--- src/design/rmq_pkg.sv ---
// rotation matrix to quaternion: shared types and constants
// no dependencies; imported by the interfaces and every module of the block
`timescale 1ns / 1ps
`default_nettype none

package rmq_pkg;

    // fixed field widths of the channels
    localparam int ELEM_W = 16;
    localparam int QOUT_W = 16;
    localparam int IDX_W  = 2;

    // number of quaternion components
    localparam int N_COMP = 4;

    // largest component codes
    typedef enum logic [IDX_W-1:0] {
        QIDX_W = 2'd0,
        QIDX_X = 2'd1,
        QIDX_Y = 2'd2,
        QIDX_Z = 2'd3
    } t_qidx;

endpackage

`default_nettype wire

--- src/design/rmq_div_pipe.sv ---
// pipelined restoring divider, one quotient bit per register stage
// lanes share one divisor, valid, stall enable and sideband; uses rmq_pkg
`timescale 1ns / 1ps
`default_nettype none

module rmq_div_pipe import rmq_pkg::*; #(
    parameter int NW    = 31,
    parameter int DW    = 17,
    parameter int QB    = 15,
    parameter int LANES = 4,
    parameter int SBW   = 7
) (
    input  wire logic                      i_clk,
    input  wire logic                      i_rst_n,
    input  wire logic                      i_en,
    input  wire logic                      i_valid,
    input  wire logic [LANES-1:0][NW-1:0]  i_num,
    input  wire logic [DW-1:0]             i_den,
    input  wire logic [SBW-1:0]            i_sb,
    output logic                           o_valid,
    output logic [LANES-1:0][QB-1:0]       o_quo,
    output logic [SBW-1:0]                 o_sb
);

    logic                      r_v   [QB];
    logic [LANES-1:0][QB-1:0]  r_x   [QB];
    logic [LANES-1:0][DW-1:0]  r_rem [QB];
    logic [LANES-1:0][QB-1:0]  r_q   [QB];
    logic [DW-1:0]             r_d   [QB];
    logic [SBW-1:0]            r_sb  [QB];

    for (genvar k = 0; k < QB; k++) begin : g_st
        logic                     v_in;
        logic [LANES-1:0][QB-1:0] x_in;
        logic [LANES-1:0][DW-1:0] rem_in;
        logic [LANES-1:0][QB-1:0] q_in;
        logic [DW-1:0]            d_in;
        logic [SBW-1:0]           sb_in;
        logic [LANES-1:0][QB-1:0] n_x;
        logic [LANES-1:0][DW-1:0] n_rem;
        logic [LANES-1:0][QB-1:0] n_q;

        // high numerator bits seed the remainder (always below the divisor)
        if (k == 0) begin : g_first
            always_comb begin
                for (int l = 0; l < LANES; l++) begin
                    x_in[l]   = i_num[l][QB-1:0];
                    rem_in[l] = DW'(i_num[l][NW-1:QB]);
                end
            end
            assign v_in  = i_valid;
            assign q_in  = '0;
            assign d_in  = i_den;
            assign sb_in = i_sb;
        end else begin : g_next
            assign v_in   = r_v[k-1];
            assign x_in   = r_x[k-1];
            assign rem_in = r_rem[k-1];
            assign q_in   = r_q[k-1];
            assign d_in   = r_d[k-1];
            assign sb_in  = r_sb[k-1];
        end

        // shift in one numerator bit, subtract divisor when it fits
        always_comb begin
            logic [DW:0] cur;
            logic        ge;
            for (int l = 0; l < LANES; l++) begin
                cur      = {rem_in[l], x_in[l][QB-1]};
                ge       = (cur >= {1'b0, d_in});
                n_rem[l] = ge ? DW'(cur - {1'b0, d_in}) : DW'(cur);
                n_q[l]   = {q_in[l][QB-2:0], ge};
                n_x[l]   = x_in[l] << 1;
            end
        end

        // valid bit
        always_ff @(posedge i_clk) begin
            if (!i_rst_n) begin
                r_v[k] <= 1'b0;
            end else if (i_en) begin
                r_v[k] <= v_in;
            end
        end

        // payload
        always_ff @(posedge i_clk) begin
            if (i_en) begin
                r_x[k]   <= n_x;
                r_rem[k] <= n_rem;
                r_q[k]   <= n_q;
                r_d[k]   <= d_in;
                r_sb[k]  <= sb_in;
            end
        end
    end

    assign o_valid = r_v[QB-1];
    assign o_quo   = r_q[QB-1];
    assign o_sb    = r_sb[QB-1];

endmodule

`default_nettype wire

--- config.mk ---
export PLATFORM = sky130hd
export DESIGN_NAME = rmq_div_pipe
export DESIGN_NICKNAME = d
export VERILOG_FILES = /design/src/design/rmq_pkg.sv /design/src/design/rmq_div_pipe.sv
export SDC_FILE = /design/constraint.sdc
export NUM_CORES = 2
export LEC_CHECK = 0
export ABC_CLOCK_PERIOD_IN_PS = 3200
export BUFFER_PORTS_ARGS = -buffer_cell sky130_fd_sc_hd__clkbuf_2
export CORE_MARGIN = 2
export CORE_UTILIZATION = 45
export DETAILED_ROUTE_END_ITERATION = 8
export HOLD_SLACK_MARGIN = 0.02
export PLACE_DENSITY_LB_ADDON = 0.2
export SYNTH_ARGS = -nofsm -noshare
export SYNTH_HDL_FRONTEND = slang
export SYNTH_SLANG_ARGS = --single-unit
export TNS_END_PERCENT = 10
--- constraint.sdc ---
create_clock -name i_clk -period 3.2 [get_ports i_clk]
set_clock_uncertainty 0.05 [all_clocks]
set_input_delay 0.16 -clock i_clk [delete_from_list [all_inputs] [get_ports i_clk]]
set_output_delay 0.16 -clock i_clk [all_outputs]
set_load 0.03 [all_outputs]
**Word level (Yosys, flattened, before mapping)**

Memories as Yosys holds them, arrays and structs flattened.
Index checks and enable logic that the tools add are counted.

- Order comparisons: 60
- $add $sub $neg: 60
- Bitwise logic cells: 15
- Mux-type cells: 80

Operators with widths:

| operator | number |
|---|---|
| two-way mux 17 bit | 60 |
| subtractor 17 bit | 60 |
| >= comparator 18 x 17 -> 1 bit | 56 |
| >= comparator 17 bit | 4 |
| two-way mux 1 bit | 20 |
| OR 1 bit | 15 |

- Bits in writable memories: 3135
- Memories: 6
- Bits in registers: 0
- Logic and storage cells: 221
- Output and inout bits: 68
- Bits of input ports: 152

Memory list:

| memory | depth | bits a word | rd ports | clocked after Yosys merged registers in | wr ports | line | RTL |
|---|---|---|---|---|---|---|---|
| r_rem | 15 | 68 | 14 | 0 | 15 | rmq_div_pipe.sv:27 | `logic [LANES-1:0][DW-1:0] r_rem [QB];` |
| r_q | 15 | 60 | 15 | 0 | 15 | rmq_div_pipe.sv:28 | `logic [LANES-1:0][QB-1:0] r_q [QB];` |
| r_x | 15 | 56 | 14 | 0 | 15 | rmq_div_pipe.sv:26 | `logic [LANES-1:0][QB-1:0] r_x [QB];` |
| r_d | 15 | 17 | 14 | 0 | 15 | rmq_div_pipe.sv:29 | `logic [DW-1:0] r_d [QB];` |
| r_sb | 15 | 7 | 15 | 0 | 15 | rmq_div_pipe.sv:30 | `logic [SBW-1:0] r_sb [QB];` |
| r_v | 15 | 1 | 15 | 0 | 15 | rmq_div_pipe.sv:25 | `logic r_v [QB];` |

**Longest topological paths before layout**

- Depth after elaboration: 4
- Gate-level depth with buffers: 14
- Gate-level depth less buffers: 12

**Least setup slack after synthesis**

OpenSTA, ideal clock, no wires.

- Kind: reg2reg
- Start: memory r_x[11][27] (netlist name)
- End: memory r_rem[1][301] (netlist name), data pin
- Setup slack: -0.185 ns
- Required time: 2.890 ns
- Arrival time: 3.075 ns
- Cell stages (with the launch flop): 14
- Period minus slack after synthesis: 3.385 ns
- Library setup time: 0.260 ns
- Path buffers: 1
- Path through: edfxtp_1 -> inv_1 -> ha_1 -> inv_1 -> fa_1 -> a211o_1 -> a2111oi_2 -> nor3_1 -> a41o_1 -> nor2_1 -> o21ai_1 -> a41oi_4 -> buf_6 -> mux2_2

RTL lines:

| item | line |
|---|---|
| from (decl) | rmq_div_pipe.sv:26 |
| to (decl) | rmq_div_pipe.sv:27 |

==> results.md <==
* Overflow after GRT at 0
* Max Fclk at 283 MHz
* Mapped Nets at 10.9k
* Setup_tns at -44.08 ns
* VDD IR-drop max at 555 uV
* Routed len/inst at 25.1 um
* Area leader, netlist: edfxtp_1
* GRT Total Usage at 27.2%
* Core area at 0.271 mm2
* Post-synthesis xor/xnor area fraction at 5.43%
* Worst Path Max Fanout at 9
* Die W at 526 um
* Total number of H-tree levels at 4
* Post-route ant nets at 0
* Failing checks: setup timing
* CTS Root Cell: clkbuf_16
* Avg Vias per Cell at 5.61
* Total wire length at 388 mm
* R2R setup slack at -0.33 ns
* Met2 routed WL at 189 mm
* Layout Nets at 12.9k
* Number of flops mapped to enable cells by yosys at 2209
* DIE AREA at 0.276 mm2
* Place WS at -0.448 ns
* Port Buffers at 219
* Simple-gate share of the synthesized area at 7.55%
* Initial Util at 45.2%
* #FFs+latches synth at 2210
* Total CTS buffers at 244
* CTS sink cnt at 2210
* Avg Synthesized Cell Area at 12.6 um2
* DRC Markers at 0
* Clk Latency, worst-skew pair at 0.95 ns
* DPL Wire Length at 300 mm
* Post-Synth Adder-Cell Area at 11.3%
* Register area share after synthesis at 54.2%
* Post-synth ARST share at 0%
* Most frequent cells in the layout: edfxtp_1, buf_4, ha_1
* Worst Path Arrival at 4.11 ns
* Gate Count Post-Synth at 9713
* Via Count at 86.7k
* CTS tree: done
* Critical Path RT at 3.78 ns
* CTS Buffer Depth at 4
* Synthesized area at 0.122 mm2
* Synth Area in Compound Gates at 12.4%
* Warnings from Yosys at 0
* Max Cap Viol at 0
* Largest family of logic cells by synthesized area: compound AO/OA/AOI/OAI gates
* Mux share of post-synthesis cell area at 6.88%
* Most common cell after layout, fill and taps aside: edfxtp_1
* Worst setup SP type: register
* Final Cycle Share at 110%
* Slowest library cell on the worst path: edfxtp_1
* Top delay family on crit path: compound AO/OA/AOI/OAI gates
* Top cells by area, synth: edfxtp_1, ha_1, mux2_2
* Wl on met1 at 161 mm
* Num rows at 191
* DIE HEIGHT at 526 um
* WP buf/inv at 3
* Class of the worst hold path: primary input to register
* Top Metal Used: met5
* Worst Tran Pin Value at 0.899 ns
* Setup violators final at 420
* Initial antenna violation count at 12
* Worst-path cell chain: clkinvlp_4, buf_6, fa_2, a211o_1, a2111oi_4, nor3_2, a41o_1, nor2_2, o21ai_2, a41oi_4, buf_12, mux2_2
* Max Slew Vio Count at 0
* Largest net degree at the start of global routing at 124
* # IOs at 220
* Area Growth Syn to Fin at 24.1%
* Tmin final at 3.53 ns
* RSZ-0062 raised after global routing: yes
* Slew Limit Headroom at 39.4%
* Starting DRT DRC Count at 7232
* Clock-pin slew on the worst setup and hold paths at 0.07 ns
* Dominant synthesized flop cell: edfxtp_1
* First-pass GRT wire length at 559 mm
* Final hold violations at 0
* Status: finished, violations left
* Share of cells above drive strength 1 at 25.6%
* Final WS setup at -0.332 ns
* Top cell type's share of synthesized area at 54.2%
* Crit. End Element: register
* Largest stage delay on the critical path at 0.40 ns
* Routability cong. at 0.994
* Drt pass-1 iters at 8
* Critical path class: register to register
* Met3 Wirelength at 16.1 mm
* Lkg Pwr at 0.0616 uW
* Cell variety after synth at 92
* PD cells at 1050 mW/mm2
* Vias in the first global route at 86.4k
==> cell families after synthesis <==
kind of cell | count (synthesis)
adders and majority gates | 1076
DFF | 2210
muxes | 752
and+or+nand+nor | 1924
AOI/OAI and AO/OA | 2315
xor gates and xnor gates | 759
buffers and inverters | 677
==> cell usage after synthesis, types with 47 or more instances <==
master	instances
nor2b_1	106
nand3_1	110
mux2i_1	72
inv_1	569
fa_1	56
o31ai_1	54
nor3_1	160
nand2b_1	77
o21ai_0	381
or3_1	57
xnor2_1	476
or2_2	53
ha_1	1020
xor2_1	283
a211oi_1	67
nor2_1	632
nand4_1	118
clkbuf_1	47
a31oi_1	87
a21o_1	333
a21oi_1	746
o21a_1	103
nand2_1	399
and3_1	87
mux2_2	639
o21bai_1	111
edfxtp_1	2209
a211o_1	48
==> flip-flops by register name (all words and copies together), names as in the netlist <==
signal,flops
r_sb,105
r_rem,952
r_q,480
r_v,15
r_d,238
r_x,420
==> metal layers <==
metal / global-route usage (%) / vias to the layer above
li1: - / 40900
met2: 46.6 / 2323
met4: 13.3 / 6
met1: 34.3 / 42800
met3: 2.82 / 686
met5: 0 / -
==> worst register-to-register path, stage by stage, from the launching register on <==
cell	delay, ns
edfxtp_1	0.40
clkinvlp_4	0.21
buf_6	0.18
fa_2	0.36
a211o_1	0.36
a2111oi_4	0.33
nor3_2	0.10
a41o_1	0.23
nor2_2	0.15
o21ai_2	0.08
a41oi_4	0.25
buf_12	0.18
mux2_2	0.34
==> stage by stage <==
step	util [%]	cells	cell area (um2)	hold WS (ns)	power (uW)
floorplan	-	9713	122000	0.209	94400
global placement	50.9	14600	138000	0.287	124000
detailed placement	50.9	14600	138000	0.289	125000
finish	56.1	15500	152000	0.108	160000
CTS	55.6	15400	150000	0.0494	157000
global route	56.1	15500	152000	0.0891	168000
==> path summary, 6_finish.rpt <==
kind | endpoint | depth (start not counted) | from
max | r_rem[1][308] | 12 | r_d[1][52]
min | r_rem[0][26] | 3 | i_num[54]
max reg2reg | r_rem[1][308] | 12 | r_d[1][52]
min reg2reg | r_q[5][47] | 0 | r_q[4][46]
==> area by class of cell <==
cell class | count | area (um2)
inverter | 569 | 2150
fill | 22400 | 119000
tap | 3570 | 4470
clock buffer | 285 | 6280
timing repair buffer | 1813 | 15300
antenna | 16 | 40.0
multi-input combinational | 6828 | 55500
clock inverter | 172 | 1820
sequential | 2210 | 66400
==> power breakdown <==
part           switching [uW]  internal (uW)
clock                   12100          16400
combinational           39900          39700
sequential               7920          43700
==> what timing repair did <==
item	in CTS	in global routing
pin swaps	108	74
resized for setup	342	262
cloned	10	9
endpoints found under the hold margin	724	0
hold buffers	268	0
buffers inserted	30	42
endpoints found under the setup margin	836	919
Power figures use the tool's default switching activity.
