<file path="config.mk">
export PLATFORM = sky130hd
export DESIGN_NAME = rmq_sqrt_pipe
export DESIGN_NICKNAME = d
export VERILOG_FILES = /design/src/design/rmq_pkg.sv /design/src/design/rmq_sqrt_pipe.sv
export SDC_FILE = /design/constraint.sdc
export NUM_CORES = 2
export LEC_CHECK = 0
export ABC_AREA = 1
export BUFFER_PORTS_ARGS = -buffer_cell sky130_fd_sc_hd__buf_2
export CORE_MARGIN = 1
export CORE_UTILIZATION = 30
export DETAILED_ROUTE_END_ITERATION = 10
export GPL_TIMING_DRIVEN = 0
export PLACE_DENSITY = 0.54
export SLEW_MARGIN = 20
export SYNTH_ARGS = -nofsm -noshare
export SYNTH_HDL_FRONTEND = slang
export SYNTH_MEMORY_MAX_BITS = 65536
export SYNTH_SLANG_ARGS = --single-unit
</file>
<file path="constraint.sdc">
create_clock -name i_clk -period 2.5 [get_ports i_clk]
set_input_delay 0.375 -clock i_clk [delete_from_list [all_inputs] [get_ports i_clk]]
set_output_delay 0.375 -clock i_clk [all_outputs]
set_load 0.1 [all_outputs]
</file>
<file path="src/design/rmq_pkg.sv">
// rotation matrix to quaternion: shared types and constants
// no dependencies; imported by the interfaces and every module of the block
`timescale 1ns / 1ps
`default_nettype none

package rmq_pkg;

    // fixed field widths of the channels
    localparam int ELEM_W = 16;
    localparam int QOUT_W = 16;
    localparam int IDX_W  = 2;

    // number of quaternion components
    localparam int N_COMP = 4;

    // largest component codes
    typedef enum logic [IDX_W-1:0] {
        QIDX_W = 2'd0,
        QIDX_X = 2'd1,
        QIDX_Y = 2'd2,
        QIDX_Z = 2'd3
    } t_qidx;

endpackage

`default_nettype wire

</file>
<file path="src/design/rmq_sqrt_pipe.sv">
// pipelined integer square root, one result bit per register stage
// several lanes share valid, stall enable and a sideband word; uses rmq_pkg
`timescale 1ns / 1ps
`default_nettype none

module rmq_sqrt_pipe import rmq_pkg::*; #(
    parameter int RW    = 32,
    parameter int LANES = 4,
    parameter int SBW   = 6
) (
    input  wire logic                            i_clk,
    input  wire logic                            i_rst_n,
    input  wire logic                            i_en,
    input  wire logic                            i_valid,
    input  wire logic [LANES-1:0][RW-1:0]        i_rad,
    input  wire logic [SBW-1:0]                  i_sb,
    output logic                                 o_valid,
    output logic [LANES-1:0][RW/2-1:0]           o_root,
    output logic [SBW-1:0]                       o_sb
);

    localparam int QW = RW / 2;

    logic                          r_v   [QW];
    logic [LANES-1:0][RW-1:0]      r_x   [QW];
    logic [LANES-1:0][QW:0]        r_rem [QW];
    logic [LANES-1:0][QW-1:0]      r_q   [QW];
    logic [SBW-1:0]                r_sb  [QW];

    for (genvar k = 0; k < QW; k++) begin : g_st
        logic                     v_in;
        logic [LANES-1:0][RW-1:0] x_in;
        logic [LANES-1:0][QW:0]   rem_in;
        logic [LANES-1:0][QW-1:0] q_in;
        logic [SBW-1:0]           sb_in;
        logic [LANES-1:0][RW-1:0] n_x;
        logic [LANES-1:0][QW:0]   n_rem;
        logic [LANES-1:0][QW-1:0] n_q;

        // stage inputs: ports for the first stage, previous stage otherwise
        if (k == 0) begin : g_first
            assign v_in   = i_valid;
            assign x_in   = i_rad;
            assign rem_in = '0;
            assign q_in   = '0;
            assign sb_in  = i_sb;
        end else begin : g_next
            assign v_in   = r_v[k-1];
            assign x_in   = r_x[k-1];
            assign rem_in = r_rem[k-1];
            assign q_in   = r_q[k-1];
            assign sb_in  = r_sb[k-1];
        end

        // one trial subtract per lane, bring down two radicand bits
        always_comb begin
            logic [QW+1:0] cur;
            logic [QW+1:0] trial;
            logic          ge;
            for (int l = 0; l < LANES; l++) begin
                cur      = {rem_in[l][QW-1:0], x_in[l][RW-1:RW-2]};
                trial    = {q_in[l], 2'b01};
                ge       = (cur >= trial);
                n_rem[l] = ge ? (QW+1)'(cur - trial) : (QW+1)'(cur);
                n_q[l]   = {q_in[l][QW-2:0], ge};
                n_x[l]   = x_in[l] << 2;
            end
        end

        // valid bit
        always_ff @(posedge i_clk) begin
            if (!i_rst_n) begin
                r_v[k] <= 1'b0;
            end else if (i_en) begin
                r_v[k] <= v_in;
            end
        end

        // payload
        always_ff @(posedge i_clk) begin
            if (i_en) begin
                r_x[k]   <= n_x;
                r_rem[k] <= n_rem;
                r_q[k]   <= n_q;
                r_sb[k]  <= sb_in;
            end
        end
    end

    assign o_valid = r_v[QW-1];
    assign o_root  = r_q[QW-1];
    assign o_sb    = r_sb[QW-1];

endmodule

`default_nettype wire

</file>
## Word level (Yosys, flattened, before mapping)

Memory sizes are Yosys's and may differ from the RTL's.
Cells that the tools add are included.

| storage, ports and cells | value |
|---|---|
| register bits | 0 |
| memory bits (writable) | 4,144 |
| bits of input ports | 138 |
| output and inout port bits | 71 |
| memories | 5 |

| cells by class | value |
|---|---|
| add/sub/neg operators | 64 |
| magnitude comparators | 64 |
| muxes and demuxes | 85 |
| bitwise logic cells | 16 |

Memories:

| memory | depth | width | read ports | clocked after memory_dff | wr ports | RTL line | RTL |
|---|---|---|---|---|---|---|---|
| r_x | 16 | 120 | 15 | 0 | 16 | rmq_sqrt_pipe.sv:25 | `logic [LANES-1:0][RW-1:0] r_x [QW];` |
| r_rem | 16 | 68 | 15 | 0 | 16 | rmq_sqrt_pipe.sv:26 | `logic [LANES-1:0][QW:0] r_rem [QW];` |
| r_q | 16 | 64 | 16 | 0 | 16 | rmq_sqrt_pipe.sv:27 | `logic [LANES-1:0][QW-1:0] r_q [QW];` |
| r_sb | 16 | 6 | 16 | 0 | 16 | rmq_sqrt_pipe.sv:28 | `logic [SBW-1:0] r_sb [QW];` |
| r_v | 16 | 1 | 16 | 0 | 16 | rmq_sqrt_pipe.sv:24 | `logic r_v [QW];` |

Operators by type and width:

| operator | number |
|---|---|
| 2-to-1 mux 17 bit | 64 |
| greater-or-equal comparator 18 bit | 60 |
| subtractor 17 bit | 60 |
| 2-to-1 mux 1 bit | 21 |
| bitwise OR 1 bit | 16 |
| subtractor 2 x 1 -> 3 bit (second input constant) | 4 |
| greater-or-equal comparator 2 x 1 -> 1 bit (second input constant) | 4 |

## Longest topological paths before layout

| depth | value |
|---|---|
| depth in word-level cells | 4 |
| depth in mapped cells | 14 |
| gate-level depth less buffers | 13 |

## Worst setup path before layout

No wires, ideal clock.

| timing path | value |
|---|---|
| kind | reg-to-reg |
| start | memory r_rem[1][378] in the netlist's numbering |
| end | memory r_rem[1][457] in the netlist's numbering, data pin |
| library setup time | 0.253 ns |
| arrival | 1.628 ns |
| data required time | 2.247 ns |
| slack | 0.619 ns |
| cell stages (with the launch flop) | 11 |
| buffers on the path | 1 |
| cells stage by stage | edfxtp_1 ha_1 nand2_1 nor2_1 nand2_1 o21ai_1 nor2_2 nand2_4 buf_6 nand3_1 nand2_1 |

RTL lines:

| item | RTL line |
|---|---|
| from (decl) | rmq_sqrt_pipe.sv:26 |

==> impl_metrics.toml <==
[status]
status = "complete, no violations"

[critical_path]
worstReg2RegStart = "r_q[8][55]"
crit_start = "r_q[8][55]"
cp_max_fo = 10
cp-start-kind = "flop"
r2r_slack_ps = 120
required_ps = 3140
end_kind = "flop"
cp_cell_sequence = "inv_1, ha_1, nand2_1, inv_1, nand2_1, nor2_1, nand3b_1, nand2_1, inv_1, clkbuf_2, nand3_1, nand2_1"
cpMaxStageDelayCell = "edfxtp_1"
r2r-end = "r_rem[1][121]"
critical_path.endpoint = "r_rem[1][121]"
rr_worst_depth = 12
critPathKind = "flop to flop"
max_stage_delay_ps = 540
worstPathArrival_ps = 3010
worst_path_most_repeated_cell = "nand2_1"

[floorplan]
core-area_mm2 = 0.4214
rows = 238
fp.dieW_um = 653.5
io_pins = 209
die-area_mm2 = 0.4271
die_h_um = 653.5
start_util_pct = 30.22

[power]
ir_worst_vdd_mv = 0.5096
power_density_mw_per_mm2 = 804.2
p_leak_nw = 65.81

[logic_synthesis]
async_flop_share_pct = 0
syn_avg_cell_area_um2 = 9.691
synth_cell_types = 53
synth_top_cell_area_share_pct = 59.21
synth_edf_count = 2511
synthTopCellsByArea = "edfxtp_1 59%, nand2_1 12%, inv_1 6.8%, ha_1 6.0%, nand3_1 3.4%"
synth_flop_cell = "edfxtp_1"
synthTopCellsByCount = "4,040 x nand2_1, 2,511 x edfxtp_1, 2,320 x inv_1"
synth_largest_area_cell = "edfxtp_1"
seq_area_frac_synth_pct = 59.23
synth.ff_latch_count = 2512
netlist_instances = 13140
synth_area_mm2 = 0.1273
synth.most_common_cell = "nand2_1"
ys_warn_count = 0

[sta]
worst_pin_slew_ps = 827.4
slew_headroom_pct = 44.84
setup_viol = 0
finalCriticalPeriod_ps = 2378
fin_skew_ps = 42.31
fin_crit_sh_pct = 95.12
hold_viol_final = 0
rsz0062_at_grt = "false"
drv_slew = 0
fmax_mhz = 420.5

[flow_run]
cap_viol_max_count = 0

[grt]
busiest_layer = "met2"
grt_max_degree = 144
track_usage_pct = 12.58
antenna_found_initial = 5
grt_util_met1_pct = 16.39
grt_pass1_vias = 82220
grt_pass1_wl_um = 435700
grt_util_met3_pct = 1.600
grt_overflow = 0
use_met2_pct = 21.38

[drt]
initialDrtViolationCount = 4479
vias = 84708
drtPass1Iterations = 5
routedWlPerCell_um = 13.92
post_drt_via_cell_ratio = 4.297
routed_wl_um = 274400
drc_errors = 0
drtAntennaViolNets = 0

[clocking]
path_clk_slew_ps = 60
worstSkewPairLatency_ps = 920
numCtsBuffers = 300
cts.sinks = 2512
cts_buffer_depth = 4
cts_root_buf = "clkbuf_16"
htree_levels = 5
cts_tree = "yes"

[finish]
drive_above_1_share_pct = 7.365
fillerInstances = 42518
final_core_util_pct = 35.04
fin_cells = 19711
seq_area_mm2 = 0.07542
multi_input_area_mm2 = 0.04222
nets = 14573
syn_to_final_growth_pct = 15.94

[placed_design]
dp.cells = 19011
io_buffers = 208
place_congestion = 0.8842
dp_hpwl_um = 202200

[hold_path]
hold_path.class = "primary input to flop"
timing repair:
action | CTS | global route
resized for setup | 0 | 11
hold buffers | 144 | 0
hold endpoints to repair | 210 | 0
endpoints found under the setup margin | 348 | 48
gates cloned | 6 | 0
setup buffers | 0 | 4
through the flow:
| step | setup TNS, ps | total power (W) | hold slack, ps | cell area [um^2] | setup slack [ps] |
|---|---|---|---|---|---|
| floorplan | 0 | 0.06914 | 400.3 | 127400 | 619.4 |
| global placement | - | 0.06636 | 400.4 | 135400 | -45410 |
| detailed placement | -824280 | 0.07569 | 404.5 | 136000 | -1748 |
| CTS | 0 | 0.1210 | 22.53 | 147600 | 13.93 |
| global route | 0 | 0.1257 | 55.66 | 147600 | 0.1488 |
| finish | 0 | 0.1187 | 113.5 | 147600 | 122.0 |
worst min-delay path by stage:
stage                      startpoint            end  slack [ps]  depth (start not counted)
after floorplan            r_sb[9][0]    r_sb[10][0]         400                          0
after global routing             i_en    r_x[0][104]          60                          2
after detailed placement  r_sb[10][4]    r_sb[11][4]         400                          0
final                            i_en    r_x[0][225]         110                          2
after CTS                        i_en  r_rem[0][144]          20                          2
after global placement    r_x[0][579]    r_x[0][701]         400                          0
layout make-up:
| cell class | instances | share of cell area, % |
|---|---|---|
| Clock inverter | 188 | 1.451 |
| Tap cell | 5640 | 4.780 |
| Antenna cell | 4 | 0.006780 |
| Inverter | 2358 | 6.000 |
| Clock buffer | 354 | 5.258 |
| Timing Repair Buffer | 382 | 2.229 |
| Buffer | 100 | 0.5949 |
| Sequential cell | 2512 | 51.09 |
| Multi-Input combinational cell | 8173 | 28.59 |
state kept, by name, indices dropped and copies added (netlist names):
register / count
r_rem: 896
r_sb: 96
r_v: 16
r_q: 544
r_x: 960
power by group:
group	internal (W)	leakage, nW	switching, W
clock	0.0260	4.78	0.0178
combinational	0.00718	36.9	0.0135
sequential	0.0518	24.2	0.00245
total	0.0849	65.8	0.0338
cell usage in the layout, fill, tap and decap left out, drive strengths merged, types with 3 or more instances in the layout:
master / Yosys / routed
dlygate4sd3: 0 / 143
xnor2: 108 / 108
conb: 1 / 4
and2: 29 / 29
and3: 18 / 18
a21oi: 457 / 457
clkinv: 0 / 114
nor3b: 9 / 9
xor2: 231 / 231
o2111ai: 4 / 4
a21o: 11 / 11
o21ai: 290 / 290
nand3: 891 / 891
nor4: 7 / 7
o21a: 8 / 8
bufinv: 0 / 34
o211ai: 3 / 3
nand4: 194 / 194
o21bai: 37 / 37
a21boi: 6 / 6
diode: 0 / 4
bufbuf: 0 / 6
nor2: 918 / 918
or2: 30 / 30
buf: 95 / 328
clkinvlp: 0 / 17
clkbuf: 5 / 359
nand2: 4097 / 4097
nor3: 124 / 124
inv: 2358 / 2381
ha: 608 / 608
edfxtp: 2511 / 2511
nand3b: 86 / 86
worst max-delay path: cells and delay by family (launching register included):
kind | cells | cell delay [ps]
AND/OR/NAND/NOR | 7 | 720
buffers and inverters | 4 | 470
flip-flops | 1 | 540
adder cells (fa/ha/maj) | 1 | 370
metal layers:
| metal | up-vias | share of wire (%) |
|---|---|---|
| met4 | 2 | 3.6 |
| met3 | 479 | 3.5 |
| met2 | 1192 | 47 |
| met5 | - | 0.0047 |
| met1 | 38648 | 46 |
| li1 | 44387 | - |
cells by family after synthesis:
kind of cell,count (synthesis),synth area share [%]
simple gates,6403,21.26
flops,2512,59.23
buf+inv,2458,7.643
compound gates,819,3.558
fa+ha+maj,608,5.974
xor+xnor,339,2.332
other cells,1,0.002945
(Power assumes the default switching activity.)
